--- config.mk ---
export PLATFORM = sky130hd
export DESIGN_NAME = srv_front
export DESIGN_NICKNAME = d
export VERILOG_FILES = /design/src/sv/srv_pkg.sv /design/src/sv/srv_front.sv
export SDC_FILE = /design/constraint.sdc
export NUM_CORES = 1
export LEC_CHECK = 0
export ABC_AREA = 1
export BUFFER_PORTS_ARGS = -buffer_cell sky130_fd_sc_hd__buf_2
export CAP_MARGIN = 15
export CORE_MARGIN = 5
export CORE_UTILIZATION = 51
export CTS_CLUSTER_SIZE = 24
export DETAILED_ROUTE_END_ITERATION = 8
export PLACE_DENSITY = 0.79
export SYNTH_ARGS = -nofsm -noshare
export SYNTH_HDL_FRONTEND = slang
export SYNTH_SLANG_ARGS = --single-unit
--- constraint.sdc ---
create_clock -name clk -period 2.5 [get_ports clk]
set_clock_uncertainty 0.15 [all_clocks]
set_input_delay 0.375 -clock clk [delete_from_list [all_inputs] [get_ports clk]]
set_output_delay 0.375 -clock clk [all_outputs]
set_load 0.05 [all_outputs]
--- src/sv/srv_pkg.sv ---
// ----------------------------------------------------------------------------
// Schroeder reverb package
// Shared types and constants for the reverb datapath.
// ----------------------------------------------------------------------------
package srv_pkg;

  localparam int unsigned LEN_CA = 1426;
  localparam int unsigned LEN_CB = 1781;
  localparam int unsigned LEN_CC = 1973;
  localparam int unsigned LEN_CD = 2098;
  localparam int unsigned LEN_AA = 240;
  localparam int unsigned LEN_AB = 82;

  localparam logic [15:0] GAIN_CA = 16'd50463;
  localparam logic [15:0] GAIN_CB = 16'd52429;
  localparam logic [15:0] GAIN_CC = 16'd55050;
  localparam logic [15:0] GAIN_CD = 16'd57672;

  localparam logic [16:0] MIX_WET_RST   = 17'd13107;
  localparam logic [15:0] ROOM_RST      = 16'd45875;
  localparam logic [15:0] DAMPING_RST   = 16'd19661;
  localparam logic [12:0] PREDELAY_RST  = 13'd960;

  localparam logic [2:0] REG_MIX_WET   = 3'd0;
  localparam logic [2:0] REG_ROOM      = 3'd1;
  localparam logic [2:0] REG_DAMPING   = 3'd2;
  localparam logic [2:0] REG_PREDELAY  = 3'd3;
  localparam logic [2:0] REG_REVERB_ON = 3'd4;

  typedef enum logic [4:0] {
    ST_IDLE, ST_PD_RD, ST_PD_WAIT,
    ST_CB_RD, ST_CB_WAIT, ST_CB_Z, ST_CB_F, ST_CB_WR,
    ST_SUM,
    ST_AP_RD, ST_AP_WAIT, ST_AP_WR,
    ST_MIX_A, ST_MIX_B, ST_OUT,
    ST_CLEAR
  } srv_state_t;

  typedef struct packed {
    logic        bypass;
    logic [23:0] sample;
  } srv_res_t;

  typedef struct packed {
    logic        bypass;
    logic [7:0]  chan;
    logic [23:0] sample;
  } srv_job_t;

  function automatic logic signed [23:0] sat24(input logic signed [49:0] v);
    if (v > 50'sd8388607) return 24'sh7FFFFF;
    else if (v < -50'sd8388608) return 24'sh800000;
    else return v[23:0];
  endfunction

endpackage

--- src/sv/srv_front.sv ---
// ----------------------------------------------------------------------------
// Reverb front end
// Accepts requests, classifies them as bypass or reverb, and queues them.
// ----------------------------------------------------------------------------
module srv_front
  import srv_pkg::*;
#(
  parameter int unsigned CHANNELS = 2
) (
  input  logic     clk,
  input  logic     rst_n,
  input  logic     reverb_on,
  input  logic     in_push,
  output logic     in_full,
  input  logic     in_channel,
  input  logic [23:0] in_sample_in,
  output logic     job_valid,
  output srv_job_t job,
  input  logic     job_take
);

  srv_job_t q_r [2];
  logic     wp_r, wp_nxt, rp_r, rp_nxt;
  logic [1:0] cnt_r, cnt_nxt;
  logic     push_ok;
  srv_job_t new_job;

  assign in_full   = cnt_r[1];
  assign push_ok   = in_push && !in_full;
  assign job_valid = cnt_r != 2'd0;
  assign job       = q_r[rp_r];

  always_comb begin
    new_job.chan   = 8'(in_channel);
    new_job.sample = in_sample_in;
    new_job.bypass = !reverb_on || (32'(in_channel) >= CHANNELS);
    wp_nxt  = wp_r ^ push_ok;
    rp_nxt  = rp_r ^ (job_take && job_valid);
    cnt_nxt = cnt_r + 2'(push_ok) - 2'(job_take && job_valid);
  end

  always_ff @(posedge clk) begin
    if (!rst_n) begin
      wp_r  <= 1'b0;
      rp_r  <= 1'b0;
      cnt_r <= 2'd0;
    end else begin
      wp_r  <= wp_nxt;
      rp_r  <= rp_nxt;
      cnt_r <= cnt_nxt;
    end
    if (push_ok) begin
      q_r[wp_r] <= new_job;
    end
  end

endmodule

## Yosys cells after proc, flatten, opt, wreduce, memory -nomap -nowiden

Memories as Yosys holds them, arrays and structs flattened. A register that Yosys moved wholly into a read port is not among the register bits.
Cells that the tools add are included.

| cells by class | value |
|---|---|
| add/sub/neg operators | 2 |
| mux-type cells | 3 |
| bitwise logic cells | 2 |
| reduce and logical (&&, ||, !) cells | 5 |

Operators by type and width:

| cell | number |
|---|---|
| $mux W1 | 3 |
| $add A2 B1 Y2 | 1 |
| $logic_and A1 B1 Y1 | 2 |
| $logic_not A1 Y1 | 2 |
| $reduce_bool A2 Y1 | 1 |
| $sub A2 B1 Y2 | 1 |
| $xor A1 B1 Y1 | 2 |

| word-level totals | value |
|---|---|
| bits in registers | 4 |
| bits in writable memories | 52 |
| input bits | 30 |
| memories | 1 |

Memories:

| memory | words | bits a word | read ports | clocked after memory_dff | write ports | RTL line | source |
|---|---|---|---|---|---|---|---|
| q_r | 2 | 26 | 1 | 1 | 1 | srv_front.sv:22 | `srv_job_t q_r [2];` |

## Logic depth before layout (Yosys ltp)

| depth | value |
|---|---|
| word-level depth | 4 |
| gate-level depth with buffers | 9 |
| depth with buffers taken out | 9 |

## Worst setup path after synthesis

Ideal clock, no wire load.

| timing path | value |
|---|---|
| path kind | reg-to-reg |
| from | register cnt_r[1] |
| to | memory q_r[1][0] (netlist name), enable pin |
| arrival | 1.836 ns |
| data required time | 1.941 ns |
| setup slack | 0.105 ns |
| cell stages (with the launch flop) | 4 |
| buffers on the path | 0 |
| cells stage by stage | dfxtp_1 inv_1 nand2_1 nor2_1 |

| on the way | value |
|---|---|
| longest elaborated chain between the ends | 4 |

Ends and longest elaborated chain:

| element | RTL line | source |
|---|---|---|
| start: declaration | srv_front.sv:24 | `logic [1:0] cnt_r, cnt_nxt;` |
| start signal: assignment | srv_front.sv:50 | `cnt_r <= cnt_nxt;` |
| $logic_not A1 Y1 | srv_front.sv:29 | `assign push_ok = in_push && !in_full;` |
| $logic_and A1 B1 Y1 | srv_front.sv:29 |  |
| $mux W1 | srv_front.sv:52 | `if (push_ok) begin` |
| $mux W1 (not written as such) | srv_front.sv:53 | `q_r[wp_r] <= new_job;` |
| end: declaration | srv_front.sv:22 |  |

Every way passes these cells.

==> metrics.cfg <==
[timing]
fmax_mhz=496.8
hold_violations=0
slew_viol_final=0
rsz0062_at_grt=no
finalCritPeriodShare_pct=80.51
finalSetupViolCount=0
finalCriticalPeriod_ns=2.013
setup_tns_ns=0

[yosys]
ys_ff_latch=57
synth_cells=122
yosys-top-cells-count=edfxtp_1 (52), mux2_4 (20), inv_1 (10)
synthArstFlopShare_pct=0
ys_seq_area_share_pct=73.01
ys_types=18
synth.most_common_cell=edfxtp_1
syn_area_sq_um=2276
synth_top_area_share_pct=68.61
yosys_warnings=0
ys.flop_type=edfxtp_1
synth_area_leader_cell=edfxtp_1
syn_area_per_cell_sq_um=18.66
synth_edf_count=52
synthTopCellsByArea=edfxtp_1 (69%), mux2_4 (13%), dfxtp_1 (4.4%), mux2_2 (3.0%), buf_4 (2.3%)

[drt]
firstDrtPassIters=5
drc_errors=0
vias=1173
drt-initial-drc-count=35
avgViaCountPerCell=4.730
postRouteWirelength_mm=3.792
route.detailed.wl_per_inst_um=15.29
ant_nets=0

[final_layout]
drive_above_1_share_pct=51.53
design_area_sq_um=2775
syn_to_final_growth_pct=21.94
nNetsFinal=223
num_antenna_cells=0
fillers=309

[placement]
placed_area_sq_um=2597
dpl.hpwl_mm=2.931
port_buffers=57
gp_congestion=0.6766

[die]
die_area_sq_um=5898
die_h_um=76.80
num_io_pins=65
coreArea_sq_um=4354
start_util_pct=52.27
rows=24
die_w_um=76.80

[critical_path]
cp_max_fo=16
worstPathRequired_ns=1.98
cp-start-kind=register
critical_path_arrival_ns=1.49
critPathKind=register to output pin
crit_path_end_kind=output pin

[clocking]
clkLatencyLatePin_ns=0.32
post_cts_buffers=0
postCtsHoldBufs=0
cts_buffers=9
clk_path_buf_depth=2
cts_tree=yes
cts-root-buf=clkbuf_8
htreeDepth=3
path_clk_slew_ns=0.06
cts_num_sinks=57
post_cts_resized=0

[global_routing]
grt_pass1_vias=1275
grt_max_degree=20
grt_pass1_wl_mm=6.175
grt_use_total_pct=13.83
grt_antenna_before_repair=0
overflow=0

[pwr]
vdd_ir_drop_max_mv=0.7825
powerDensity_nw_per_um2=1166
p_leak_nw=1.152

[run_status]
status=completed

[run]
drv_cap=0

[hold_path]
min_path_type=primary input to register

## layer usage
metal	part of all wire (%)	global-route usage, %
met5	0	0
met4	1.6	7.343
met3	6.6	5.738
met2	52	22.50
met1	40	15.32
## cell usage in the layout (no fill, tap or decap)
master,count
ha_1,2
xor2_1,1
edfxtp_1,52
dfxtp_1,5
nand3_1,1
nand4_1,1
o21ai_0,1
mux2_4,20
buf_12,1
clkbuf_8,9
conb_1,7
nand2_2,1
a21oi_1,3
nor2_2,1
bufinv_16,1
buf_4,4
mux2_2,6
buf_2,57
clkbuf_1,2
inv_1,10
clkinv_1,3
nand2_1,5
clkinv_2,1
nor2_1,2
## critical path, stage by stage (launching register included)
cell     delay [ns]
dfxtp_1        0.33
buf_4          0.29
mux2_4         0.33
buf_2          0.21
## report_power, final
part	internal (W)	switching, W	total (W)	leakage (nW)
clock	0.000448	0.000310	0.000758	0.0898
combinational	0.000370	0.000836	0.00121	0.536
sequential	0.00123	0.0000450	0.00127	0.527
total	0.00204	0.00119	0.00324	1.15
## final timing paths
| kind | startpoint | end | slack [ns] | cells past startpoint |
|---|---|---|---|---|
| max | register | job[24] | 0.49 | 3 |
| min | in_channel | q_r[1][24]$_DFFE_PP_ | 0.1 | 1 |
| max reg2reg | cnt_r[1]$_SDFF_PN0_ | q_r[0][25]$_DFFE_PP_ | 0.81 | 5 |
| min reg2reg | rp_r$_SDFF_PN0_ | rp_r$_SDFF_PN0_ | 0.35 | 2 |
## flip-flops by register name, summed over array words and instances, names as in the netlist, named ones only
register  flops
q_r          52
cnt_r         2
rp_r          1
wp_r          1
## area by class of cell
type / count / area [sq um] / share of cell area, %
Tap cell: 52 / 65.06 / 2.344
Sequential cell: 57 / 1662 / 59.87
Multi-Input combinational cell: 51 / 498.0 / 17.94
Clock inverter: 5 / 46.29 / 1.668
Clock buffer: 11 / 131.4 / 4.734
Timing Repair Buffer: 62 / 335.3 / 12.08
Inverter: 10 / 37.54 / 1.353
## metrics by stage
step           worst slack [ns]  total power, W  hold WS (ns)  instances  utilization [%]
6_report                 0.4872        0.003235       0.09556        248            63.74
5_1_grt                  0.4062        0.003390       0.06769        248            63.74
4_1_cts                  0.4602        0.003272       0.07834        248            63.74
3_5_place_dp             0.7383        0.002511        0.3205        232            59.66
3_3_place_gp             0.8121        0.002467        0.3086        232            59.66
2_1_floorplan            0.1048        0.002291        0.2974        128                -
## kinds of logic after synthesis
group / Yosys count / share of synthesized area [%]
multiplexers: 26 / 16.16
AO/OA/AOI/OAI: 4 / 0.8792
other: 1 / 0.1648
adder cells (fa/ha/maj): 2 / 1.099
XOR/XNOR: 1 / 0.3849
buffers and inverters: 20 / 6.212
AND/OR/NAND/NOR: 11 / 2.089
flip-flops: 57 / 73.01
No activity file was read; power rests on OpenSTA's default activity.
