File: src/sv/srv_outq.sv
// ----------------------------------------------------------------------------
// Reverb result queue
// Two-entry queue that holds finished results for the output side.
// ----------------------------------------------------------------------------
module srv_outq (
  input  logic        clk,
  input  logic        rst_n,
  input  logic        push,
  input  logic [23:0] din,
  output logic        full,
  output logic        empty,
  input  logic        pop,
  output logic [23:0] dout
);

  logic [23:0] q_r [2];
  logic wp_r, rp_r;
  logic [1:0] cnt_r;
  logic do_pop;

  assign full   = cnt_r[1];
  assign empty  = cnt_r == 2'd0;
  assign do_pop = pop && !empty;
  assign dout   = q_r[rp_r];

  always_ff @(posedge clk) begin
    if (!rst_n) begin
      wp_r <= 1'b0; rp_r <= 1'b0; cnt_r <= 2'd0;
    end else begin
      wp_r  <= wp_r ^ push;
      rp_r  <= rp_r ^ do_pop;
      cnt_r <= cnt_r + 2'(push) - 2'(do_pop);
    end
    if (push) q_r[wp_r] <= din;
  end

endmodule

File: config.mk
export PLATFORM = sky130hd
export DESIGN_NAME = srv_outq
export DESIGN_NICKNAME = d
export VERILOG_FILES = /design/src/sv/srv_outq.sv
export SDC_FILE = /design/constraint.sdc
export NUM_CORES = 1
export LEC_CHECK = 0
export BUFFER_PORTS_ARGS = -buffer_cell sky130_fd_sc_hd__buf_2
export CELL_PAD_IN_SITES_DETAIL_PLACEMENT = 1
export CELL_PAD_IN_SITES_GLOBAL_PLACEMENT = 2
export CORE_MARGIN = 2
export CORE_UTILIZATION = 38
export DETAILED_ROUTE_END_ITERATION = 8
export PLACE_DENSITY_LB_ADDON = 0.2
export SLEW_MARGIN = 20
export SYNTH_ARGS = -nofsm -noshare
export SYNTH_HDL_FRONTEND = slang
export SYNTH_SLANG_ARGS = --single-unit
File: constraint.sdc
create_clock -name clk -period 2.03 [get_ports clk]
set_clock_uncertainty 0.05 [all_clocks]
set_input_delay 0.406 -clock clk [delete_from_list [all_inputs] [get_ports clk]]
set_output_delay 0.406 -clock clk [all_outputs]
set_load 0.01 [all_outputs]
# [Word level (Yosys, flattened, before mapping)]
# Memories as Yosys holds them, arrays and structs flattened. A register that Yosys moved wholly into a read port is not among the register bits.
# Cells that the tools add are included.
[word_totals] ff_bits=4 mem_bits_rw=48 inputBits=28 out_inout_bits=26 elab_cells=14 mem_count=1
[op_classes] add_sub_neg=2 n_mux=3 bitwise_logic=2 reduce_logical=3
[memory_table] memory="q_r" depth=2 word_bits=24 read_ports=1 rd_ports_with_merged_regs=1 wr=1 line_no="16" source="logic [23:0] q_r [2];"
[ops] op="two-way mux 1 bit" n=3
[ops] op="adder 2 x 1 -> 2 bit" n=1
[ops] op="zero test 2 bit" n=1
[ops] op="subtractor 2 x 1 -> 2 bit" n=1
[ops] op="bitwise XOR 1 bit" n=2
[ops] op="logical AND 1 bit" n=1
[ops] op="zero test 1 bit" n=1

# [Depth between registers and ports, before layout]
# Gate-level depths: netlist of the first run.
[logic_depth] depth_word=5 ltp_mapped=6 depth_no_buf=6

# [Worst setup path before layout of the first run]
# Ideal clock, no wire load.
[synth_timing] path_type="input -> register" from="input push" to="memory q_r[0][0] (enable)" t_arrival_ns=1.055 required_time_ns=1.597 path_slack_ns=0.542 cell_stages=1 n_path_buf=0 cell_sequence="ha_1"
[synth_between] elab_chain_len=2
[synth_lines] element="start, declared" line_no="8" source="input logic push,"
[synth_lines] element="two-way mux 1 bit" line_no="34" source="if (push) q_r[wp_r] <= din;"
[synth_lines] element="two-way mux 1 bit (not written as such)" line_no="34"
[synth_lines] element="end, declared" line_no="16"
# No other way between the ends.

==> run_results.csv, run 1 <==
group,metric,value,unit
clock_network,numCtsBuffers,5,
clock_network,clkLatencyLatePin,0.29,ns
synth,avgSynthCellArea,21.49,um^2
critical_path,cp_max_fo,11,
detailed_routing,drc_errors,0,
floorplan,initial_core_util,0.4005,
synth,syn_area,0.002084,mm^2
synth,syn-instance-count,97,
sta,hold_violations,0,
detailed_routing,wirelength,3.695,mm
power,vdd_drop_max,0.4601,mV
final_layout,syn_to_final_growth,21.61,%
synth,ys.warnings.count,0,
critical_path,critPathLaunchType,"flop",
sta,rsz0062_at_grt,"false",
floorplan,ioPinCount,54,
grt,antenna_found_initial,0,
grt,grt_pass1_wl,5.878,mm
critical_path,critPathCaptureType,"output port",
critical_path,crit_type,"flop to output port",
clock_network,ctsLongestPathBuffers,2,
floorplan,die_width,78.07,um
place,dp_hpwl,2.847,mm
floorplan,core,0.005205,mm^2
detailed_routing,wl_per_cell,15.93,um
grt,gr-total-overflow,0,
sta,max_freq,0.5455,GHz
grt,grt_max_degree,17,
clock_network,cts_tree,"yes",
clock_network,post-cts-setup-buffer-count,0,
synth,synth_area_leader_cell,"edfxtp_1",
critical_path,cp_data_arrival_time,1.38,ns
synth,ys_ff_latch,53,
sta,setup_viol,0,
critical_path,cp.required,1.57,ns
synth,synthTopCellsByArea,"edfxtp_1, mux2_4, dfxtp_1, ha_1, mux2_2",
sta,period_share,0.9030,
clock_network,clock-sinks,53,
min_path,hold_class,"input pin to flop",
place,gp_congestion,0.6350,
synth,synth_top_area_share,0.6915,
final_layout,fin_cells,232,
sta,drv_slew,0,
floorplan,dieArea,0.006094,mm^2
place,port_buffers,53,
synth,ys_types,17,
power,leakagePower,1.025,nW
synth,synth_fp_nets,129,
detailed_routing,drt-initial-drc-count,66,
detailed_routing,vias,1033,
clock_network,htreeDepth,2,
synth,ys_seq_area_frac,0.7395,
final_layout,finalNetCount,193,
final_layout,num-fill-cells,528,
power,p_per_area,1040,mW/mm^2
detailed_routing,viasPerCell,4.453,
sta,worstMarginPinSlew,0.4298,ns
sta,slew_headroom,0.7135,
sta,fin_setup_tns,0,ns
floorplan,die_y,78.07,um
clock_network,cts_resized,0,
clock_network,clkTransAtPathRegs,0.09,ns
clock_network,clock-root-buffer,"clkbuf_8",
detailed_routing,drtAntennaViolNets,0,
floorplan,rows,26,
clock_network,hold_buffers,0,
sta,period_needed,1.833,ns
grt,grt_util_all_layers,0.1285,
run_status,outcome,"complete, no violations",
final_layout,diodes,0,
place,dp_cells,224,
detailed_routing,firstDrtPassIters,3,
flow_run,drv_cap,0,
final_layout,layout-drive-gt1-share,0.5741,
grt,grt_pass1_vias,1129,
## layout make-up
| cell class | count | area, um^2 | area share |
|---|---|---|---|
| sequential | 53 | 1541 | 0.6081 |
| inverter | 3 | 11.26 | 0.004442 |
| tap | 70 | 87.58 | 0.03455 |
| clock inverter | 2 | 13.76 | 0.005429 |
| timing repair buffer | 60 | 317.8 | 0.1254 |
| multi-input combinational | 38 | 480.5 | 0.1895 |
| clock buffer | 6 | 82.58 | 0.03258 |
## critical path: stages (launching register included)
cell and delay (ns):
dfxtp_1 0.33, buf_4 0.23, mux2_2 0.38, buf_2 0.14
## stage by stage
stage	worst slack, ns	power [W]	hold slack, ns	utilization	instance area [um^2]
floorplan	0.5425	0.001885	0.4016	-	2085
global placement	0.4829	0.002047	0.4160	0.4685	2439
detailed placement	0.4462	0.002075	0.4559	0.4685	2439
CTS	0.1768	0.002680	0.2296	0.4870	2535
global route	0.1252	0.002768	0.2208	0.4870	2535
finish	0.1970	0.002637	0.2438	0.4870	2535
## synthesized netlist by cell type
library cell and instances:
o21a_1 1, dfxtp_1 5, buf_6 1, nor2b_2 1, nand2_1 1, ha_1 4, nand2b_1 1, mux2i_1 2
xnor3_1 1, edfxtp_1 48, nor2_1 1, nor2b_1 1, mux2_4 20, mux2_2 4, and2_1 1, buf_12 2
inv_1 3
## kinds of logic (layout without fill, tap and decap cells)
logic type,Yosys count,after routing,share of synthesized area
XOR/XNOR,1,1,0.01080
buffers and inverters,6,71,0.03001
flip-flops,53,53,0.7395
AND/OR/NAND/NOR,6,6,0.01681
multiplexers,26,26,0.1753
AO/OA/AOI/OAI,1,1,0.003603
adder cells (fa/ha/maj),4,4,0.02401
## worst paths after layout
check / startpoint / endpoint / slack [ns] / cells after the start
setup / recovery: flop / dout[1] / 0.20 / 3
hold / removal: din[11] / q_r[1][11] / 0.24 / 1
setup reg to reg: cnt_r[1] / cnt_r[1] / 0.52 / 6
hold reg to reg: rp_r / flop / 0.47 / 2
## flip-flops by register name, summed over array words and instances, names as in the netlist, named ones only
signal and count:
cnt_r 2, q_r 48, rp_r 1, wp_r 1
## routing by layer
layer	up-vias	part of all wire	track usage
li1	495	-	-
met1	502	0.39	0.1523
met2	34	0.54	0.2233
met3	2	0.063	0.03908
met4	0	0.0062	0.04211
met5	-	0	0
## power by group
group / switching (W) / internal (W)
registers: 0.0000405 / 0.00129
logic: 0.000317 / 0.000387
clock network: 0.000326 / 0.000277
## layout by cell type, fill, tap and decap left out, types with 2 or more instances in the layout
cell and n:
edfxtp_1 48, mux2_2 4, dfxtp_1 5, inv_1 3, clkbuf_8 6, ha_1 4
buf_4 7, mux2i_1 2, mux2_4 20, buf_2 53
(Power assumes the default switching activity.)
==> run 2, diff against run 1 <==
--- a/config.mk
+++ b/config.mk
@@ -14,2 +14,3 @@
 export PLACE_DENSITY_LB_ADDON = 0.2
+export RECOVER_POWER = 100
 export SLEW_MARGIN = 20
==> constraint.sdc (replaced) <==
create_clock -name clk -period 2.03 [get_ports clk]
set_clock_uncertainty 0.05 [all_clocks]
set_input_delay 0.609 -clock clk [delete_from_list [all_inputs] [get_ports clk]]
set_output_delay 0.609 -clock clk [all_outputs]
set_load 0.01 [all_outputs]
==> run 2 against run 1 <==
Combinational power is essentially flat. Die area is the same. Non-clock buffer count shrank 1. Critical path depth is the same. Highest routed layer unchanged. Utilization shrank 0.75 points. Sequential cell count is the same. Via count grew 0.87%. Maximum frequency shrank 7.2%.
==> run_results.csv, run 2 (synthesis gave the netlist of run 1 again) <==
group,metric,value,unit
run_status,outcome,"complete, no violations",
place,port_buffers,53,
critical_path,crit_chain,"buf_8, mux2_4, buf_2",
floorplan,die_y,78.07,um
grt,grt_max_degree,17,
clock_network,numCtsBuffers,5,
sta,worstMarginPinSlew,0.7538,ns
grt,grt_pass1_vias,1144,
clock_network,ctsLongestPathBuffers,2,
clock_network,clkTransAtPathRegs,0.09,ns
critical_path,rrSetupSlack,0.50,ns
place,gp_congestion,0.6061,
final_layout,top_regs,"q_r (48), cnt_r (2)",
clock_network,clock-root-buffer,"clkbuf_8",
sta,setup_viol,0,
place,pre_cts_slack,0.2684,ns
sta,period_needed,1.976,ns
sta,hold_violations,0,
floorplan,die_width,78.07,um
critical_path,critPathCaptureType,"output port",
final_layout,largest_reg_flops,48,
critical_path,cp_max_fo,13,
sta,rsz0062_at_grt,"false",
sta,max_freq,0.5060,GHz
sta,drv_slew,0,
critical_path,cp_slowest_cell,"dfxtp_4",
detailed_routing,firstDrtPassIters,4,
clock_network,htreeDepth,2,
final_layout,finalNetCount,192,
detailed_routing,drtAntennaViolNets,0,
flow_run,drv_cap,0,
floorplan,core,0.005205,mm^2
clock_network,hold_buffers,0,
sta,slew_headroom,0.4975,
detailed_routing,vias,1042,
final_layout,layout_common_cells,"edfxtp_1, clkbuf_1, buf_2",
detailed_routing,wirelength,3.559,mm
critical_path,crit_family,"flip-flops",
min_path,worstHoldStart,"rp_r",
grt,grt_pass1_wl,5.685,mm
floorplan,ioPinCount,54,
min_path,hold_depth,2,
power,vdd_drop_max,0.4599,mV
detailed_routing,viasPerCell,4.511,
min_path,hold_class,"flop to flop",
clock_network,cts_tree,"yes",
detailed_routing,route.met2.wl,1.863,mm
sta,period_share,0.9735,
sta,layout_setup_ws,0.05378,ns
critical_path,r2r-start,"wp_r",
floorplan,initial_core_util,0.4005,
power,leakagePower,0.9478,nW
grt,antenna_found_initial,0,
final_layout,top_register,"q_r",
grt,grt_util_all_layers,0.1280,
critical_path,max_stage_delay,0.38,ns
critical_path,crit_type,"flop to output port",
clock_network,post-cts-setup-buffer-count,0,
critical_path,critPathLaunchType,"flop",
final_layout,diodes,0,
critical_path,rr_worst_depth,2,
power,p_per_area,1039,mW/mm^2
final_layout,num-fill-cells,527,
detailed_routing,drt-met1-wl,1.422,mm
detailed_routing,wl_per_cell,15.41,um
detailed_routing,dr_wl_met3,225,um
sta,hold_ws,0.4377,ns
detailed_routing,drc_errors,0,
detailed_routing,dr.max_layer_used,"met4",
place,dp_hpwl,2.654,mm
final_layout,syn_to_final_growth,19.75,%
detailed_routing,drt-initial-drc-count,43,
critical_path,cp_data_arrival_time,1.32,ns
critical_path,cp.required,1.37,ns
final_layout,layout-drive-gt1-share,0.4161,
clock_network,clock-sinks,53,
grt,gr-total-overflow,0,
critical_path,path_buf_inv,2,
final_layout,layout_commonest_cell,"edfxtp_1",
floorplan,dieArea,0.006094,mm^2
critical_path,timing.rr.end,"q_r[1][5]",
clock_network,clkLatencyLatePin,0.30,ns
floorplan,rows,26,
## run 2: area by class of cell
type	instances	area [um^2]	share of cell area
Clock buffer	5	68.82	0.02757
Clock inverter	3	12.51	0.005013
Inverter	3	11.26	0.004511
Multi-Input combinational cell	38	480.5	0.1925
Sequential cell	53	1545	0.6190
Tap cell	70	87.58	0.03509
Timing Repair Buffer	59	290.3	0.1163
## run 2: where the power goes
| group | leakage [nW] | switching, W | internal (W) | total (W) |
|---|---|---|---|---|
| registers | 0.493 | 0.0000471 | 0.00129 | 0.00134 |
| logic | 0.412 | 0.000314 | 0.000387 | 0.000701 |
| clock network | 0.0430 | 0.000318 | 0.000233 | 0.000551 |
## run 2: how the worst max path moves through the flow
stage / startpoint / to / cells past startpoint
2_1_floorplan: push / q_r[0][0] / 1
3_3_place_gp: pop / cnt_r[1] / 7
3_5_place_dp: pop / cnt_r[1] / 7
4_1_cts: flop / dout[3] / 3
5_1_grt: flop / dout[17] / 3
6_report: flop / dout[3] / 3
## run 2: repair_timing
item                                   CTS  global route
endpoints found under the hold margin    0             0
resized for setup                        0             7
setup endpoints to repair               17            24
gates cloned                             0             0
## run 2: layer usage
metal	global-route usage	up-vias
met5	0	-
met4	0.04211	0
met3	0.04943	5
met1	0.1455	506
met2	0.2216	39
li1	-	492
## run 2: worst register-to-register path, stage by stage, from the launching register on
cell	delay, ns
dfxtp_1	0.35
ha_1	0.18
clkbuf_1	0.59
## run 2: per-stage QoR
stage	utilization	setup TNS, ns	cell area [um^2]	std cells	total power (W)
floorplan	-	0	2085	97	0.001885
global placement	0.4671	0	2431	223	0.002040
detailed placement	0.4671	0	2431	223	0.002072
CTS	0.4827	-0.6242	2512	231	0.002617
global route	0.4796	0	2496	231	0.002735
finish	0.4796	0	2496	231	0.002592
